**src/design/upd_pkg.sv**
```systemverilog
// upd_pkg: shared types, constants and hex-pair decode for the URL percent decoder.
// No dependencies.
`default_nettype none
package upd_pkg;

    localparam logic [7:0] PCT_CHAR   = 8'h25;
    localparam logic [7:0] PLUS_CHAR  = 8'h2B;
    localparam logic [7:0] MINUS_CHAR = 8'h2D;
    localparam logic [7:0] SPACE_CHAR = 8'h20;
    localparam logic [15:0] LIMIT_RESET = 16'd1024;

    localparam logic [1:0] PH_IDLE   = 2'd0;
    localparam logic [1:0] PH_FIRST  = 2'd1;
    localparam logic [1:0] PH_SECOND = 2'd2;

    typedef struct packed {
        logic [7:0] in_byte;
        logic       is_last;
    } upd_in_t;

    typedef struct packed {
        logic [7:0]  out_byte;
        logic        byte_valid;
        logic        is_final;
        logic        status;
        logic [15:0] out_count;
    } upd_out_t;

    // {is_digit, value}
    function automatic logic [4:0] hex_digit(input logic [7:0] c);
        logic [4:0] r;
        r = 5'd0;
        if (c inside {[8'h30:8'h39]}) begin
            r = {1'b1, 4'(c - 8'h30)};
        end else if (c inside {[8'h41:8'h46]}) begin
            r = {1'b1, 4'(c - 8'h41 + 8'd10)};
        end else if (c inside {[8'h61:8'h66]}) begin
            r = {1'b1, 4'(c - 8'h61 + 8'd10)};
        end
        return r;
    endfunction

    function automatic logic is_white(input logic [7:0] c);
        return (c == SPACE_CHAR) || (c inside {[8'h09:8'h0D]});
    endfunction

    // base-16 parse of the two-char string c1 c2, low 8 bits
    function automatic logic [7:0] decode_pair(input logic [7:0] c1, input logic [7:0] c2);
        logic [4:0] d1;
        logic [4:0] d2;
        logic [7:0] r;
        d1 = hex_digit(c1);
        d2 = hex_digit(c2);
        r  = 8'd0;
        if (c1 == 8'd0) begin
            r = 8'd0;
        end else if (is_white(c1) || c1 == PLUS_CHAR) begin
            r = d2[4] ? {4'd0, d2[3:0]} : 8'd0;
        end else if (c1 == MINUS_CHAR) begin
            r = d2[4] ? 8'(8'd0 - {4'd0, d2[3:0]}) : 8'd0;
        end else if (d1[4]) begin
            r = d2[4] ? {d1[3:0], d2[3:0]} : {4'd0, d1[3:0]};
        end
        return r;
    endfunction

endpackage
`default_nettype wire

```
**src/design/url_percent_decoder.sv**
```systemverilog
// url_percent_decoder: streaming URL percent-decoder, top level.
// Depends on upd_pkg and upd_core.
//
// channel  signals                        beat
// input    in_valid  in_stall  in_data     one raw byte + last flag
// output   out_valid out_stall out_data    zero or one result per input beat
// config   cfg_valid cfg_ready cfg_data    out_limit write (always ready)
//
// One beat per cycle sustained while out_stall is low; input register, then result register.
// A beat that yields no result leaves the pipe after its decode cycle.
// out_stall backs up through the result register into in_stall in the same cycle.
// Reset clears the escape state, the count, and sets out_limit to 1024.
`default_nettype none
module url_percent_decoder (
    input  wire logic             clk,
    input  wire logic             rst_n,
    input  wire logic             in_valid,
    output logic                  in_stall,
    input  wire upd_pkg::upd_in_t in_data,
    output logic                  out_valid,
    input  wire logic             out_stall,
    output upd_pkg::upd_out_t     out_data,
    input  wire logic             cfg_valid,
    output logic                  cfg_ready,
    input  wire logic [15:0]      cfg_data
);
    import upd_pkg::*;

    logic        s1_valid_reg;
    upd_in_t     s1_data_reg;
    logic        out_valid_reg;
    upd_out_t    out_data_reg;
    logic [15:0] limit_reg;

    logic        s1_adv;
    logic        fire;
    logic        in_acc;
    logic        produce;
    upd_out_t    result;

    assign s1_adv    = !out_valid_reg || !out_stall;
    assign fire      = s1_valid_reg && s1_adv;
    assign in_stall  = s1_valid_reg && !s1_adv;
    assign in_acc    = in_valid && !in_stall;
    assign cfg_ready = 1'b1;
    assign out_valid = out_valid_reg;
    assign out_data  = out_data_reg;

    upd_core u_core (
        .clk     (clk),
        .rst_n   (rst_n),
        .fire    (fire),
        .item    (s1_data_reg),
        .limit   (limit_reg),
        .produce (produce),
        .result  (result)
    );

    always_ff @(posedge clk or negedge rst_n)
    begin
        if (!rst_n) begin
            s1_valid_reg  <= 1'b0;
            out_valid_reg <= 1'b0;
            limit_reg     <= LIMIT_RESET;
        end else begin
            if (in_acc) s1_valid_reg <= 1'b1;
            else if (fire) s1_valid_reg <= 1'b0;
            if (fire) out_valid_reg <= produce;
            else if (!out_stall) out_valid_reg <= 1'b0;
            if (cfg_valid && cfg_ready) limit_reg <= cfg_data;
        end
    end

    always_ff @(posedge clk)
    begin
        if (in_acc) s1_data_reg <= in_data;
        if (fire) out_data_reg <= result;
    end

    a_stall_cause: assert property (@(posedge clk) disable iff (!rst_n)
        in_stall |-> s1_valid_reg && out_valid_reg && out_stall)
        else $error("input stalled without a blocked result");
    a_nonfinal_clean: assert property (@(posedge clk) disable iff (!rst_n)
        out_valid && !out_data.is_final |-> out_data.status == 1'b0
        && out_data.out_count == 16'd0)
        else $error("status or count on a non-final result");
    a_nobyte_zero: assert property (@(posedge clk) disable iff (!rst_n)
        out_valid && !out_data.byte_valid |-> out_data.out_byte == 8'd0 && out_data.is_final)
        else $error("empty result that is not final");

endmodule
`default_nettype wire

```
**src/design/upd_core.sv**
```systemverilog
// upd_core: escape tracking state and per-byte decode step.
// Depends on upd_pkg.
`default_nettype none
module upd_core (
    input  wire logic            clk,
    input  wire logic            rst_n,
    input  wire logic            fire,
    input  wire upd_pkg::upd_in_t item,
    input  wire logic [15:0]     limit,
    output logic                 produce,
    output upd_pkg::upd_out_t    result
);
    import upd_pkg::*;

    logic [1:0]  phase_reg, phase_next;
    logic [7:0]  fc_reg, fc_next;
    logic [15:0] count_reg, count_next;

    logic        emit;
    logic [7:0]  value;
    logic        err;
    logic [15:0] count_inc;

    always_comb
    begin
        emit       = 1'b0;
        value      = 8'd0;
        err        = 1'b0;
        phase_next = phase_reg;
        fc_next    = fc_reg;
        case (phase_reg)
            PH_FIRST:
            begin
                fc_next = item.in_byte;
                if (item.is_last) err = 1'b1;
                else phase_next = PH_SECOND;
            end
            PH_SECOND:
            begin
                value      = decode_pair(fc_reg, item.in_byte);
                emit       = 1'b1;
                phase_next = PH_IDLE;
            end
            default:
            begin
                if (count_reg < limit) begin
                    if (item.in_byte == PCT_CHAR) begin
                        if (item.is_last) err = 1'b1;
                        else phase_next = PH_FIRST;
                    end else begin
                        value = item.in_byte;
                        emit  = 1'b1;
                    end
                end
            end
        endcase
        count_inc  = count_reg + {15'd0, emit};
        count_next = count_inc;
        if (item.is_last) begin
            phase_next = PH_IDLE;
            fc_next    = 8'd0;
            count_next = 16'd0;
        end
        produce           = emit || item.is_last;
        result.out_byte   = emit ? value : 8'd0;
        result.byte_valid = emit;
        result.is_final   = item.is_last;
        result.status     = item.is_last ? err : 1'b0;
        result.out_count  = item.is_last ? count_inc : 16'd0;
    end

    always_ff @(posedge clk or negedge rst_n)
    begin
        if (!rst_n) begin
            phase_reg <= PH_IDLE;
            fc_reg    <= 8'd0;
            count_reg <= 16'd0;
        end else if (fire) begin
            phase_reg <= phase_next;
            fc_reg    <= fc_next;
            count_reg <= count_next;
        end
    end

    a_last_clears: assert property (@(posedge clk) disable iff (!rst_n)
        fire && item.is_last |=> phase_reg == PH_IDLE && count_reg == 16'd0 && fc_reg == 8'd0)
        else $error("state not cleared after last beat");
    a_hold: assert property (@(posedge clk) disable iff (!rst_n)
        !fire |=> $stable(phase_reg) && $stable(count_reg) && $stable(fc_reg))
        else $error("state moved without a beat");
    a_second_emits: assert property (@(posedge clk) disable iff (!rst_n)
        fire && phase_reg == PH_SECOND |-> produce && result.byte_valid)
        else $error("escape completion gave no byte");

endmodule
`default_nettype wire

```
**config.mk**
```make
export PLATFORM = sky130hd
export DESIGN_NAME = url_percent_decoder
export DESIGN_NICKNAME = d
export VERILOG_FILES = /design/src/design/upd_pkg.sv /design/src/design/url_percent_decoder.sv /design/src/design/upd_core.sv
export SDC_FILE = /design/constraint.sdc
export NUM_CORES = 1
export LEC_CHECK = 0
export ABC_AREA = 1
export BUFFER_PORTS_ARGS = -buffer_cell sky130_fd_sc_hd__buf_2
export CAP_MARGIN = 25
export CORE_MARGIN = 2
export CORE_UTILIZATION = 25
export CTS_CLUSTER_DIAMETER = 120
export DETAILED_ROUTE_END_ITERATION = 6
export PLACE_DENSITY_LB_ADDON = 0.1
export SETUP_SLACK_MARGIN = 0.5
export SLEW_MARGIN = 20
export SYNTH_ARGS = -nofsm -noshare
export SYNTH_HDL_FRONTEND = slang
export SYNTH_HIERARCHICAL = 1
export SYNTH_SLANG_ARGS = --single-unit
```
**constraint.sdc**
```tcl
create_clock -name clk -period 9.3 [get_ports clk]
set_clock_uncertainty 0.2 [all_clocks]
set_input_delay 1.86 -clock clk [delete_from_list [all_inputs] [get_ports clk]]
set_output_delay 1.86 -clock clk [all_outputs]
set_load 0.01 [all_outputs]
```
==> key figures <==
Status
  – Status: completed

Clocking
  – Clk sinks: 80
  – Num CTS Buffers: 9
  – CTS tree: built
  – CTS root buf: clkbuf_16
  – Number of post-CTS setup repair buffers: 0
  – Hold_buf cts: 0
  – Clk_lat worst skew: approximately 0.34 ns
  – Post-CTS sizing: 0
  – CTS max path bufs: 2
  – CTS HTree Levels: 3
  – Clk pin slew, worst setup/hold paths: ~0.07 ns

Logic synthesis
  – Synth Area per Inst: 8.99 sq um
  – Post-Syn Nets: between 500 and 600
  – Top post-synthesis cells by count: nand2_1, inv_1, dfrtp_1
  – Async S/R FF share, synth: 0.550
  – Number of enable flip-flop cells after synthesis: 36
  – Unique masters post-synth: 35
  – Mapped Area: 0.00449 sq mm
  – Syn. warnings: 6
  – Register area share after synthesis: 0.487
  – Post-synth top flop: dfrtp_1
  – Area leader, netlist: edfxtp_1
  – Flops & latches, synth: 80
  – Area share of the largest cell type after synthesis: 0.241
  – Synth top area cells: edfxtp_1, dfrtp_1, nand2_1
  – Count leader, synth: nand2_1
  – Cells after Synth: approximately 500

Floorplanning
  – I/O Pins: 60
  – Horiz. Die Dim: roughly 140 um
  – Core Box Area: between 0.015 and 0.02 sq mm
  – Rows: 48
  – Initial Util: 0.258
  – Die ar.: approximately 0.019 sq mm
  – Die height: roughly 140 um

Timing
  – Hold Violations, Final: 0
  – Setup tns final: 0 ns
  – Crit path time final: between 4 and 5 ns
  – Setup ws final: ~4.9 ns
  – Slew Limit Fails: 0
  – Count of final setup violators: 0
  – Maximum clock rate: 230 MHz
  – Unrepaired setup endpoints after global routing: false
  – Worst relative slew slack: 0.649
  – Least-Margin Pin Slew: 0.527 ns
  – Final worst-path cycle share: 0.468

Critical path
  – Crit path launch: out_stall
  – R2r startpoint: u_core/count_reg[11]$_DFFE_PN0P_
  – Critical path endpoint category: primary output
  – CP max FO: 3
  – Worst Setup Start Kind: input pin
  – Kind of critical path: input pin to primary output
  – Worst path cell trace: buf_2 -> nand3_1 -> inv_1 -> buf_2
  – CP Capture Point: in_stall
  – Register-to-register setup slack: 5.50 ns
  – RR Endpoint: out_data[14]$_DFFE_PP_
  – Max incr delay on CP: between 0.1 and 0.15 ns
  – Critical path's slowest cell: buf_2
  – Most used cell, CP: buf_2
  – Worst path arrival time: approximately 2.3 ns
  – Worst endpoint required time: slightly above 7 ns
  – Reg2reg path depth: 16

Power and ir drop
  – Peak supply drop: 0.000104 V
  – Final Total Pwr: approximately 1200 uW
  – Pwr/cell area: between 200 and 250 mW/mm^2
  – Leak: approximately 0.0024 uW

Worst hold path
  – HP Class: flop to flop
  – Min-delay src: limit_reg[10]$_DFFE_PN1P_

Global routing
  – M3 GR Usage: 0.0241
  – Gr busiest metal: met1
  – Initial antenna violation count: 0
  – GR Overflow Total: 0
  – GR Util met1: 0.192
  – GRT Util Overall: 0.122
  – Largest net degree at the start of global routing: 41
  – First-pass GRT wire length: ~18 mm
  – Vias in the first global route: 3388
  – Met2 GRT Util: 0.163

Route
  – Vias post-DR: about 3500
  – WL final: between 10 and 15 mm
  – DRC: 0
  – Post-DR wirelength/cell: between 10 and 15 um
  – DR pass1 iterations: 5
  – DRT antenna net count: 0
  – Vias per inst: 4.40
  – DRT iter0 DRCs: approximately 180

Final layout
  – Fin util: 0.303
  – Max reg flops: 27
  – Multi-input gate area: about 0.0019 sq mm
  – Nets@finish: between 600 and 700
  – Antenna Cells: 0
  – Fillers: between 1500 and 2000
  – FF/Latch Area: 0.00218 sq mm
  – Area growth from synthesis to layout: 17.8%
  – Share of cells above drive strength 1: 0.211

Placed design
  – IO buf count: 58
  – Dpl ws: a little under 5 ns
  – DP HPWL: 8.46 mm
  – Gpl congestion: approximately 0.85

Flow run
  – Max Cap Viol: 0
## report_power, final
group	internal [uW]	switching (uW)	leakage, uW
Sequential	448	42.8	0.000926
Combinational	112	230	0.00135
Clock	181	148	0.000130
## cells by family (layout without fill, tap and decap cells)
group | count (synthesis) | in the layout | share of synthesized area
flops | 80 | 80 | 0.487
fa+ha+maj | 27 | 27 | 0.0753
compound gates | 84 | 84 | 0.107
other cells | 1 | 1 | 0.000836
simple gates | 199 | 199 | 0.216
buf+inv | 95 | 159 | 0.0893
xor+xnor | 13 | 13 | 0.0254
## cells in the final DEF, fill, tap and decap left out, types with 15 or more instances in the layout
cell type	instances
nand3_1	36
edfxtp_1	36
buf_2	58
nand2_1	93
nor2_1	29
inv_1	76
dfrtp_1	43
o22ai_1	15
o21ai_0	33
ha_1	27
a21oi_1	16
## area by class of cell
cell class | instances | share of cell area
repair buffers | 60 | 0.0601
clock inverters | 6 | 0.00876
clock buffers | 9 | 0.0426
inverters | 84 | 0.0601
well taps | 225 | 0.0533
multi-input cells | 324 | 0.362
flip-flops and latches | 80 | 0.413
## critical path: cells and delay by family
family,cells,cell delay [ns]
buffers and inverters,3,0.32
and+or+nand+nor,1,0.12
## through the flow
step	area [sq um]	hold WS, ns	cells
6_report	5290	0.272	788
5_1_grt	5290	0.309	788
4_1_cts	5290	0.273	788
3_5_place_dp	5010	0.263	773
3_3_place_gp	4990	0.268	772
2_1_floorplan	4490	0.247	499
## metal layers
layer / share of wire / wire (um) / vias to the layer above
li1: - / - / 1767
met3: 0.051 / 561 / 13
met1: 0.55 / 5980 / 1608
met5: 0 / 0 / -
met4: 0.014 / 158 / 0
met2: 0.39 / 4250 / 81
## worst min-delay path by stage
stage / end / slack (ns) / depth (start not counted)
floorplan: limit_reg[10]$_DFFE_PN1P_ / 0.25 / 2
global placement: limit_reg[10]$_DFFE_PN1P_ / 0.27 / 2
detailed placement: limit_reg[10]$_DFFE_PN1P_ / 0.26 / 2
CTS: limit_reg[10]$_DFFE_PN1P_ / 0.27 / 2
global route: limit_reg[10]$_DFFE_PN1P_ / 0.31 / 2
finish: limit_reg[10]$_DFFE_PN1P_ / 0.27 / 2
Power figures use the tool's default switching activity.
